## src/rtl/core/xrs_pkg.sv

```systemverilog
`timescale 1ns / 1ps
`default_nettype none

package xrs_pkg;

    localparam int unsigned WORD_W  = 64;
    localparam int unsigned HALF_W  = 32;
    localparam int unsigned BOUND_W = 32;
    localparam int unsigned COUNT_W = 4;
    localparam int unsigned CHARS   = 8;

    // splitmix64 constants
    localparam logic [WORD_W-1:0] SM_GAMMA = 64'h9e37_79b9_7f4a_7c15;
    localparam logic [WORD_W-1:0] SM_MUL1  = 64'hbf58_476d_1ce4_e5b9;
    localparam logic [WORD_W-1:0] SM_MUL2  = 64'h94d0_49bb_1331_11eb;

    typedef enum logic [1:0] {
        FUNC_RESEED  = 2'd0,
        FUNC_RAW     = 2'd1,
        FUNC_BOUNDED = 2'd2,
        FUNC_PRINT   = 2'd3
    } t_func;

    // printable alphabet: A-Z, a-z, 0-9, space, period
    function automatic logic [7:0] char_of(input logic [5:0] idx);
        logic [7:0] c;
        if (idx < 6'd26) begin
            c = 8'h41 + {2'b00, idx};
        end else if (idx < 6'd52) begin
            c = 8'h61 + {2'b00, idx} - 8'd26;
        end else if (idx < 6'd62) begin
            c = 8'h30 + {2'b00, idx} - 8'd52;
        end else if (idx == 6'd62) begin
            c = 8'h20;
        end else begin
            c = 8'h2e;
        end
        return c;
    endfunction

endpackage

`default_nettype wire

```

## src/rtl/core/xoroshiro_random_source.sv

```systemverilog
`timescale 1ns / 1ps
`default_nettype none

// xoroshiro128** random source (rotations 24/16/37 and the rotl(s0*5,7)*9
// scrambler). Each input word carries a request: reseed from the seed
// register via two splitmix64 steps, a raw 64-bit draw, a draw reduced modulo
// a 32-bit bound, or up to eight printable characters. Every request returns
// exactly one output word; reseed, a zero bound and a zero count return 0;
// the last two leave the generator untouched. After reset the block first
// expands seed zero into the state and holds s_axis_tready low until done.
// The block takes one request at a time. A reseed runs two splitmix steps,
// each with two 64x64 low products built from three 32x32 partial products
// on one shared multiplier; a bounded draw waits on the bit-serial modulo
// unit that retires one dividend bit per cycle. The output register lets a
// new request enter while the previous result still waits on m_axis_tready.
module xoroshiro_random_source (
    input  wire logic        i_clk,
    input  wire logic        i_rst_n,
    // seed register
    input  wire logic        i_seed_we,
    input  wire logic [63:0] i_seed_data,
    // request stream
    input  wire logic        s_axis_tvalid,
    output logic             s_axis_tready,
    input  wire logic [39:0] s_axis_tdata,   // func[1:0], bound[33:2], byte_count[37:34]
    // result stream
    output logic             m_axis_tvalid,
    input  wire logic        m_axis_tready,
    output logic [63:0]      m_axis_tdata    // value[63:0]
);

    localparam int unsigned W = xrs_pkg::WORD_W;
    localparam int unsigned H = xrs_pkg::HALF_W;

    typedef enum logic [2:0] {
        S_IDLE,
        S_SM_ADD,
        S_SM_MUL,
        S_DRAW_A,
        S_DRAW_B,
        S_POST,
        S_DIV,
        S_DONE
    } t_state;

    t_state r_state;

    logic [W-1:0] r_seed;
    logic [W-1:0] r_s0;
    logic [W-1:0] r_s1;

    // request held for the whole operation
    xrs_pkg::t_func                r_func;
    logic [xrs_pkg::BOUND_W-1:0]   r_bound;
    logic [xrs_pkg::COUNT_W-1:0]   r_count;
    logic                          r_emit;   // low only for the expansion after reset

    // splitmix datapath
    logic [W-1:0] r_sm_seed;
    logic [W-1:0] r_z;
    logic [W-1:0] r_acc;
    logic [W-1:0] r_prod;
    logic [1:0]   r_mstep;
    logic         r_mphase;   // 0: first multiply, 1: second
    logic         r_word_sel; // which state word is being built

    logic [W-1:0] r_word;
    logic [W-1:0] r_res;

    logic         r_out_valid;
    logic [W-1:0] r_out_data;

    // divider handshake
    logic                        w_div_start;
    logic                        w_div_done;
    logic [xrs_pkg::BOUND_W-1:0] w_div_rem;

    // combinational helpers
    logic [W-1:0] w_sm_x;
    logic [W-1:0] w_mconst;
    logic [H-1:0] w_mul_a;
    logic [H-1:0] w_mul_b;
    logic [W-1:0] w_mul_p;
    logic [W-1:0] w_fin;
    logic [W-1:0] w_s0x5;
    logic [W-1:0] w_b;
    logic [W-1:0] w_chars;
    logic [xrs_pkg::COUNT_W-1:0] w_cnt_sat;
    logic         w_accept;
    logic         w_out_free;

    xrs_pkg::t_func w_in_func;
    logic [xrs_pkg::BOUND_W-1:0] w_in_bound;
    logic [xrs_pkg::COUNT_W-1:0] w_in_count;

    assign w_in_func  = xrs_pkg::t_func'(s_axis_tdata[1:0]);
    assign w_in_bound = s_axis_tdata[33:2];
    assign w_in_count = s_axis_tdata[37:34];

    assign s_axis_tready = (r_state == S_IDLE);
    assign w_accept      = s_axis_tvalid && s_axis_tready;
    assign w_out_free    = !r_out_valid || m_axis_tready;

    assign m_axis_tvalid = r_out_valid;
    assign m_axis_tdata  = r_out_data;

    always_comb begin
        // splitmix increment; the first mix follows in S_SM_ADD
        w_sm_x = r_sm_seed + xrs_pkg::SM_GAMMA;

        // low 64 bits of z*M: zl*ml + ((zl*mh + zh*ml) << 32)
        w_mconst = r_mphase ? xrs_pkg::SM_MUL2 : xrs_pkg::SM_MUL1;
        w_mul_a  = (r_mstep == 2'd2) ? r_z[W-1:H] : r_z[H-1:0];
        w_mul_b  = (r_mstep == 2'd1) ? w_mconst[W-1:H] : w_mconst[H-1:0];
        w_mul_p  = {{H{1'b0}}, w_mul_a} * {{H{1'b0}}, w_mul_b};
        w_fin    = r_acc + {r_prod[H-1:0], {H{1'b0}}};

        // generator step
        w_s0x5 = r_s0 + {r_s0[W-3:0], 2'b00};
        w_b    = r_s1 ^ r_s0;

        // printable characters: clamp count to eight, zero the unused bytes
        w_cnt_sat = (r_count > 4'(xrs_pkg::CHARS)) ? 4'(xrs_pkg::CHARS) : r_count;
        for (int i = 0; i < xrs_pkg::CHARS; i++) begin
            w_chars[8*i +: 8] = (4'(i) < w_cnt_sat)
                              ? xrs_pkg::char_of(r_word[8*i +: 6]) : 8'h00;
        end
    end

    assign w_div_start = (r_state == S_POST) && (r_func == xrs_pkg::FUNC_BOUNDED);

    xrs_mod_unit u_mod (
        .i_clk      (i_clk),
        .i_rst_n    (i_rst_n),
        .i_start    (w_div_start),
        .i_dividend (r_word),
        .i_divisor  (r_bound),
        .o_done     (w_div_done),
        .o_rem      (w_div_rem)
    );

    // Seed register: written any time, used only when a reseed starts.
    always_ff @(posedge i_clk) begin
        if (!i_rst_n) begin
            r_seed <= '0;
        end else if (i_seed_we) begin
            r_seed <= i_seed_data;
        end
    end

    // Sequencer, generator state and output register.
    always_ff @(posedge i_clk) begin
        if (!i_rst_n) begin
            // expand seed zero before the first request
            r_state     <= S_SM_ADD;
            r_sm_seed   <= '0;
            r_word_sel  <= 1'b0;
            r_emit      <= 1'b0;
            r_out_valid <= 1'b0;
            r_mstep     <= '0;
            r_mphase    <= 1'b0;
        end else begin
            // drop the taken word; in S_DONE the next word replaces it below
            if (r_out_valid && m_axis_tready && r_state != S_DONE) begin
                r_out_valid <= 1'b0;
            end

            case (r_state)
                S_IDLE: begin
                    if (w_accept) begin
                        r_func  <= w_in_func;
                        r_bound <= w_in_bound;
                        r_count <= w_in_count;
                        r_emit  <= 1'b1;
                        r_res   <= '0;
                        case (w_in_func)
                            xrs_pkg::FUNC_RESEED: begin
                                r_sm_seed  <= r_seed;
                                r_word_sel <= 1'b0;
                                r_state    <= S_SM_ADD;
                            end
                            xrs_pkg::FUNC_RAW: begin
                                r_state <= S_DRAW_A;
                            end
                            xrs_pkg::FUNC_BOUNDED: begin
                                r_state <= (w_in_bound == '0) ? S_DONE : S_DRAW_A;
                            end
                            default: begin
                                r_state <= (w_in_count == '0) ? S_DONE : S_DRAW_A;
                            end
                        endcase
                    end
                end

                S_SM_ADD: begin
                    r_sm_seed <= w_sm_x;
                    r_z       <= w_sm_x ^ (w_sm_x >> 30);
                    r_mstep   <= 2'd0;
                    r_mphase  <= 1'b0;
                    r_state   <= S_SM_MUL;
                end

                S_SM_MUL: begin
                    r_mstep <= r_mstep + 2'd1;
                    r_prod  <= w_mul_p;
                    case (r_mstep)
                        2'd0: begin
                            r_acc <= '0;
                        end
                        2'd1: begin
                            r_acc <= r_prod;
                        end
                        2'd2: begin
                            r_acc <= w_fin;
                        end
                        default: begin
                            if (!r_mphase) begin
                                // feed the second multiply
                                r_z      <= w_fin ^ (w_fin >> 27);
                                r_mphase <= 1'b1;
                            end else begin
                                if (!r_word_sel) begin
                                    r_s0       <= w_fin ^ (w_fin >> 31);
                                    r_word_sel <= 1'b1;
                                    r_state    <= S_SM_ADD;
                                end else begin
                                    r_s1    <= w_fin ^ (w_fin >> 31);
                                    r_state <= r_emit ? S_DONE : S_IDLE;
                                end
                            end
                        end
                    endcase
                end

                S_DRAW_A: begin
                    // scrambler first half, advance state
                    r_word  <= {w_s0x5[W-8:0], w_s0x5[W-1:W-7]};
                    r_s0    <= {r_s0[W-25:0], r_s0[W-1:W-24]} ^ w_b ^ {w_b[W-17:0], 16'h0000};
                    r_s1    <= {w_b[W-38:0], w_b[W-1:W-37]};
                    r_state <= S_DRAW_B;
                end

                S_DRAW_B: begin
                    // times nine
                    r_word  <= r_word + {r_word[W-4:0], 3'b000};
                    r_state <= S_POST;
                end

                S_POST: begin
                    case (r_func)
                        xrs_pkg::FUNC_BOUNDED: begin
                            r_state <= S_DIV;
                        end
                        xrs_pkg::FUNC_PRINT: begin
                            r_res   <= w_chars;
                            r_state <= S_DONE;
                        end
                        default: begin
                            r_res   <= r_word;
                            r_state <= S_DONE;
                        end
                    endcase
                end

                S_DIV: begin
                    if (w_div_done) begin
                        r_res   <= {{(W - xrs_pkg::BOUND_W){1'b0}}, w_div_rem};
                        r_state <= S_DONE;
                    end
                end

                S_DONE: begin
                    // hold until the output register is free
                    if (w_out_free) begin
                        r_out_valid <= 1'b1;
                        r_out_data  <= r_res;
                        r_state     <= S_IDLE;
                    end
                end

                default: begin
                    r_state <= S_IDLE;
                end
            endcase
        end
    end

endmodule

`default_nettype wire

```

## src/rtl/core/xrs_mod_unit.sv

```systemverilog
`timescale 1ns / 1ps
`default_nettype none

// Bit-serial restoring modulo: one dividend bit per cycle.
module xrs_mod_unit (
    input  wire logic                         i_clk,
    input  wire logic                         i_rst_n,
    input  wire logic                         i_start,
    input  wire logic [xrs_pkg::WORD_W-1:0]   i_dividend,
    input  wire logic [xrs_pkg::BOUND_W-1:0]  i_divisor,
    output logic                              o_done,
    output logic [xrs_pkg::BOUND_W-1:0]       o_rem
);

    localparam int unsigned CNT_W = $clog2(xrs_pkg::WORD_W);

    logic [xrs_pkg::WORD_W-1:0]  r_dvd;
    logic [xrs_pkg::BOUND_W-1:0] r_div;
    logic [xrs_pkg::BOUND_W-1:0] r_rem;
    logic [CNT_W-1:0]            r_cnt;
    logic                        r_busy;
    logic                        r_done;

    logic [xrs_pkg::BOUND_W:0]   w_trial;
    logic [xrs_pkg::BOUND_W+1:0] w_diff;
    logic [xrs_pkg::BOUND_W-1:0] w_rem;

    always_comb begin
        w_trial = {r_rem, r_dvd[xrs_pkg::WORD_W-1]};
        w_diff  = {1'b0, w_trial} - {2'b00, r_div};
        w_rem   = w_diff[xrs_pkg::BOUND_W+1] ? w_trial[xrs_pkg::BOUND_W-1:0]
                                              : w_diff[xrs_pkg::BOUND_W-1:0];
    end

    always_ff @(posedge i_clk) begin
        if (!i_rst_n) begin
            r_busy <= 1'b0;
            r_done <= 1'b0;
            r_cnt  <= '0;
        end else begin
            r_done <= 1'b0;
            if (i_start) begin
                r_busy <= 1'b1;
                r_cnt  <= '0;
            end else if (r_busy) begin
                r_cnt <= r_cnt + 1'b1;
                if (r_cnt == CNT_W'(xrs_pkg::WORD_W - 1)) begin
                    r_busy <= 1'b0;
                    r_done <= 1'b1;
                end
            end
        end
    end

    always_ff @(posedge i_clk) begin
        if (i_start) begin
            r_dvd <= i_dividend;
            r_div <= i_divisor;
            r_rem <= '0;
        end else if (r_busy) begin
            r_dvd <= {r_dvd[xrs_pkg::WORD_W-2:0], 1'b0};
            r_rem <= w_rem;
        end
    end

    assign o_done = r_done;
    assign o_rem  = r_rem;

endmodule

`default_nettype wire
```

## config.mk

```make
export PLATFORM = sky130hd
export DESIGN_NAME = xoroshiro_random_source
export DESIGN_NICKNAME = d
export VERILOG_FILES = /design/src/rtl/core/xrs_pkg.sv /design/src/rtl/core/xoroshiro_random_source.sv /design/src/rtl/core/xrs_mod_unit.sv
export SDC_FILE = /design/constraint.sdc
export NUM_CORES = 2
export LEC_CHECK = 0
export BUFFER_PORTS_ARGS = -buffer_cell sky130_fd_sc_hd__buf_4
export CAP_MARGIN = 20
export CORE_MARGIN = 5
export CORE_UTILIZATION = 40
export CTS_BUF_LIST = sky130_fd_sc_hd__clkbuf_2 sky130_fd_sc_hd__clkbuf_4 sky130_fd_sc_hd__clkbuf_8
export DETAILED_ROUTE_END_ITERATION = 7
export SLEW_MARGIN = 20
export SYNTH_ARGS = -nofsm -noshare
export SYNTH_HDL_FRONTEND = slang
export SYNTH_SLANG_ARGS = --single-unit
export TNS_END_PERCENT = 10
```

## constraint.sdc

```tcl
create_clock -name i_clk -period 11.1 [get_ports i_clk]
set_clock_uncertainty 0.1 [all_clocks]
set_input_delay 0.555 -clock i_clk [delete_from_list [all_inputs] [get_ports i_clk]]
set_output_delay 0.555 -clock i_clk [all_outputs]
set_load 0.03 [all_outputs]
```

# Word level (Yosys, flattened, before mapping)
# Cells that the tools add are included.
# Widths: inputs -> output; s select.
dict set report op_classes {
  mux 94
  n_addsub 47
  mul 1
  n_lt_le_gt_ge 33
  n_eq_ne 33
  bitwise_logic 8
  n_reduce_logical 36
}
# cell n
set ops {}
lappend ops {{$mux 64} 14}
lappend ops {{$pmux 64 s2} 6}
lappend ops {{$pmux 64 s3} 2}
lappend ops {{$mux 8} 32}
lappend ops {{$add 64x64->64} 3}
lappend ops {{$xor 64x64->64} 3}
lappend ops {{$add 7x6->8 const A} 16}
lappend ops {{$lt 6x6->1 const B} 16}
lappend ops {{$mux 32} 3}
lappend ops {{$add 64x64->64 const B} 1}
lappend ops {{$mul 32x32->64} 1}
lappend ops {{$sub 7x6->8 const B} 8}
lappend ops {{$sub 8x5->8 const B} 8}
lappend ops {{$xor 64x33->64} 1}
lappend ops {{$xor 64x34->64} 1}
lappend ops {{$xor 64x37->64} 1}
lappend ops {{$mux 62} 1}
lappend ops {{$add 6x6->7 const A} 8}
lappend ops {{$eq 6x6->1 const B} 9}
lappend ops {{$lt 6x5->1 const B} 8}
lappend ops {{$mux 4} 9}
lappend ops {{$sub 33x32->34} 1}
lappend ops {{$logic_not 32->1} 1}
lappend ops {{$mux 3} 9}
lappend ops {{other kinds (34)} 90}
dict set report word_totals {
  register_bits 823
  elab_cells 277
  output_inout_bits 66
  inputBits 109
}

# Depth between registers and ports, before layout
dict set report logic_depth {
  depth_word 8
  depth_mapped 37
  depth_no_buf 35
}

# Modules after synthesis
# Synthesis repeated with hierarchy kept, for this count alone.
dict set report hier_totals {
  hier_cells 8173
  area_unflattened_um2 78363.9
}
# mod cells_each seq_area_each_um2 area_each_um2 instances
set by_module_without_submodules {}
lappend by_module_without_submodules {xoroshiro_random_source 7517 19258.5 71075.7 1}
lappend by_module_without_submodules {xrs_mod_unit 656 3683.5 7288.2 1}

# Least setup slack after synthesis
# OpenSTA, ideal clock, no wires.
dict set report synth_timing {
  path_kind {reg2reg}
  from {register r_mstep[0]}
  to {register r_prod[63] (data pin)}
  t_arrival_ns 8.820
  stages_incl_launch_ff 33
  required_time_ns 10.740
  path_buffers 2
  setup_ns 0.260
  period_less_slack_ns 9.180
  path_slack_ns 1.920
  cell_sequence {dfxtp_1 > inv_1 > ha_1 > clkbuf_1 > buf_1 > mux2i_1 > inv_1 > nand2_1 > inv_1 > nor2_1 > fa_1 > inv_1 > fa_1 > fa_1 > inv_1 > fa_1 > inv_1 > fa_1 > fa_1 > fa_1 > fa_1 > ha_1 > a21o_1 > o21bai_1 > a211o_1 > a31oi_1 > o31ai_1 > a21o_1 > a221o_1 > a21oi_1 > o211ai_1 > a31oi_1 > xnor2_1}
}
dict set report synth_via {
  elab_chain_len 3
  word_cells_on_any_way 5
  cone_classes {mul (1); eq/ne (2); mux (2)}
}
# item line
set synth_rtl {}
lappend synth_rtl {{start, declared} xoroshiro_random_source.sv:63} ;# logic [1:0] r_mstep;
lappend synth_rtl {{start signal, assigned} xoroshiro_random_source.sv:204} ;# r_mstep <= r_mstep + 2'd1;
lappend synth_rtl {{$eq 2x2->1 or $eq 2x1->1 (tied branches)} {xoroshiro_random_source.sv:113, xoroshiro_random_source.sv:114}}
lappend synth_rtl {{$mux 32, on equally long branches} {xoroshiro_random_source.sv:113, xoroshiro_random_source.sv:114}}
lappend synth_rtl {{$mul 32x32->64 (*)} xoroshiro_random_source.sv:115} ;# w_mul_p = {{H{1'b0}}, w_mul_a} * {{H{1'b0}}, w_mul_b};
lappend synth_rtl {{named net w_mul_p[63]} xoroshiro_random_source.sv:83} ;# logic [W-1:0] w_mul_p;
lappend synth_rtl {{end signal, assigned} xoroshiro_random_source.sv:205} ;# r_prod <= w_mul_p;
lappend synth_rtl {{end, declared} xoroshiro_random_source.sv:62} ;# logic [W-1:0] r_prod;
# The timed path passes the listed nets; every way through them passes the cells marked *.
# A chain may end at the register's enable or synchronous reset.

# Worst setup path in the final report
# Same ends and word-level chain as after synthesis.

==> impl_metrics.yaml <==
clock_network:
  cts_tree: "yes"
  clk_latency_ps: 850
  clk_pin_slew_worst_paths_ps: 60
  h-tree-depth: 4
  cts_buffers: 142
  clockRootBuffer: "clkbuf_8"
  cts.sinks: 823
  clockBufferDepth: 3
synth:
  async_flop_share_pct: 0
  synth_enable_flop_cells: 646
  yosysWarningCount: 0
  synth_seq_cells: 823
  yosysTopAreaCell: "edfxtp_1"
  synth_nets: 9625
  synthCells: 8130
  yosysMostFrequentCell: "inv_1"
  synth-main-ff-cell: "edfxtp_1"
  ys_types: 92
  syn_area_um2: 77700
  synthTopCellsByArea: "edfxtp_1 25%, fa_1 21%, ha_1 9.4%, inv_1 5.7%, dfxtp_1 4.6%"
  avgSynthCellArea_um2: 9.56
  yosysSeqAreaShare_pct: 29.5
  synth_common_cells: "1186 x inv_1, 805 x fa_1, 737 x nor2_1, 692 x nand2_1, 646 x edfxtp_1"
  synth_top_area_share_pct: 25.0
setup_path:
  slowest_delay_ps: 580
  cpLargestDelayFamily: "adder cells"
  cp_max_fo: 34
  crit_arrival_ps: 10750
  critPathKind: "reg -> reg"
  crit_slowest_cell: "ha_2"
  required_ps: 11590
  cp-end-kind: "register"
  cp-start-kind: "register"
  critPathBufInv: 10
global_route:
  grt_use_total_pct: 24.0
  antenna_found_initial: 4
  grt.overflow.total: 0
  grt_max_degree: 92
  grt_pass1_wl_um: 376000
  grt_pass1_vias: 61600
finish:
  drive_above_1_share_pct: 7.19
  final_nets: 9803
  areaGrowthSynthToFinish_pct: 10.3
route:
  drtPass1Iterations: 7
  ant_nets: 0
  drtIter0Drc: 5117
  wl_per_cell_um: 22.6
  wl_met2_um: 120000
  route.met3.wl_um: 16900
  met1_length_um: 98800
  drcViolationCount: 0
  vias_per_cell: 5.51
  wirelength_um: 248000
  vias: 60300
  dr.max_layer_used: "met5"
sta:
  final.setup.worst_slack_ps: 846
  timing.setup.tns_ps: 0
  tightest_slew_ps: 1050
  max-slew-margin-rel_pct: 29.7
  rsz0062_at_grt: "false"
  drv_slew: 0
  setup-violations-final: 0
  layout_min_cycle_time_ps: 10250
  fmax_ghz: 0.0975
  finalHoldViolations: 0
  finalCritPeriodShare_pct: 92.4
status:
  outcome: "finished, final reports clean"
hold_path:
  hold_class: "reg -> reg"
placement:
  port_buffers: 172
  dp_hpwl_um: 198000
  place.gp.congestion: 0.991
  pre_cts_slack_ps: 886
die:
  chipWidth_um: 451
  die-area_um2: 203000
  io_pins: 175
  die_y_um: 451
  coreArea_um2: 193000
  rows: 161
  start_util_pct: 40.3
flow_run:
  maxCapViolCount: 0
==> per-stage QoR <==
| stage | hold WS (ps) | area [um^2] | util (%) | instances |
|---|---|---|---|---|
| after floorplan | 300 | 77700 | - | 8130 |
| after CTS | 229 | 85700 | 44.4 | 10900 |
| after global placement | 301 | 81700 | 42.4 | 10600 |
| after global routing | 285 | 85700 | 44.4 | 10900 |
| final | 311 | 85700 | 44.4 | 10900 |
| after detailed placement | 305 | 81700 | 42.4 | 10600 |
==> cells in the final DEF, fill, tap and decap left out, types with 268 or more instances in the layout <==
cell	instances
a21oi_1	552
buf_4	268
edfxtp_1	646
fa_1	805
ha_1	578
inv_1	1185
nand2_1	688
nor2_1	732
o21ai_0	431
xnor2_1	362
==> registers in the layout, indices dropped and copies added, names as in the netlist, 6 cells and up <==
signal	cells
m_axis_tdata	64
r_acc	64
r_bound	32
r_prod	64
r_res	64
r_s0	64
r_s1	64
r_seed	64
r_sm_seed	64
r_word	64
r_z	64
u_mod.o_rem	32
u_mod.r_cnt	6
u_mod.r_div	32
u_mod.r_dvd	64
==> logic make-up (layout without fill, tap and decap cells) <==
logic type	Yosys count	after routing	share of synthesized area (%)
AND/OR/NAND/NOR	2003	2003	11.3
AO/OA/AOI/OAI	1669	1669	13.3
buffers and inverters	1532	1815	7.41
adder cells (fa/ha/maj)	1386	1386	30.1
flip-flops	823	823	29.5
XOR/XNOR	587	587	6.63
multiplexers	130	130	1.71
other	0	3	0
==> worst paths after layout <==
path | start | end | slack, ps | cells after the start
setup / recovery | r_mstep[0]$_SDFFE_PN0P_ | r_prod[63]$_DFFE_PP_ | 850 | 33
hold / removal | r_res[37]$_DFFE_PP_ | m_axis_tdata[37]$_DFFE_PP_ | 310 | 0
setup reg to reg | r_mstep[0]$_SDFFE_PN0P_ | r_prod[63]$_DFFE_PP_ | 850 | 33
hold reg to reg | r_res[37]$_DFFE_PP_ | m_axis_tdata[37]$_DFFE_PP_ | 310 | 0
==> layer usage <==
metal | up-vias | global-route usage [%]
li1 | 27700 | -
met1 | 29600 | 30.1
met2 | 2427 | 41.2
met3 | 526 | 3.77
met4 | 2 | 9.93
met5 | - | 0
==> layout make-up <==
cell class,instances,area [um^2]
Multi-Input combinational cell,5775,49100
Fill cell,18500,107000
Tap cell,2526,3160
Inverter,1192,4480
Antenna cell,3,7.51
Timing Repair Buffer,374,3080
Clock buffer,204,2490
Sequential cell,823,22900
Clock inverter,45,385
==> what timing repair did <==
item | CTS | global route
buffers inserted | 0 | 0
endpoints found under the hold margin | 117 | 0
resized for setup | 0 | 0
hold buffers | 105 | 0
Power is left out: the tool's default activity adds up to more than one toggle a clock period on the data nets, which glitch-free logic cannot reach.
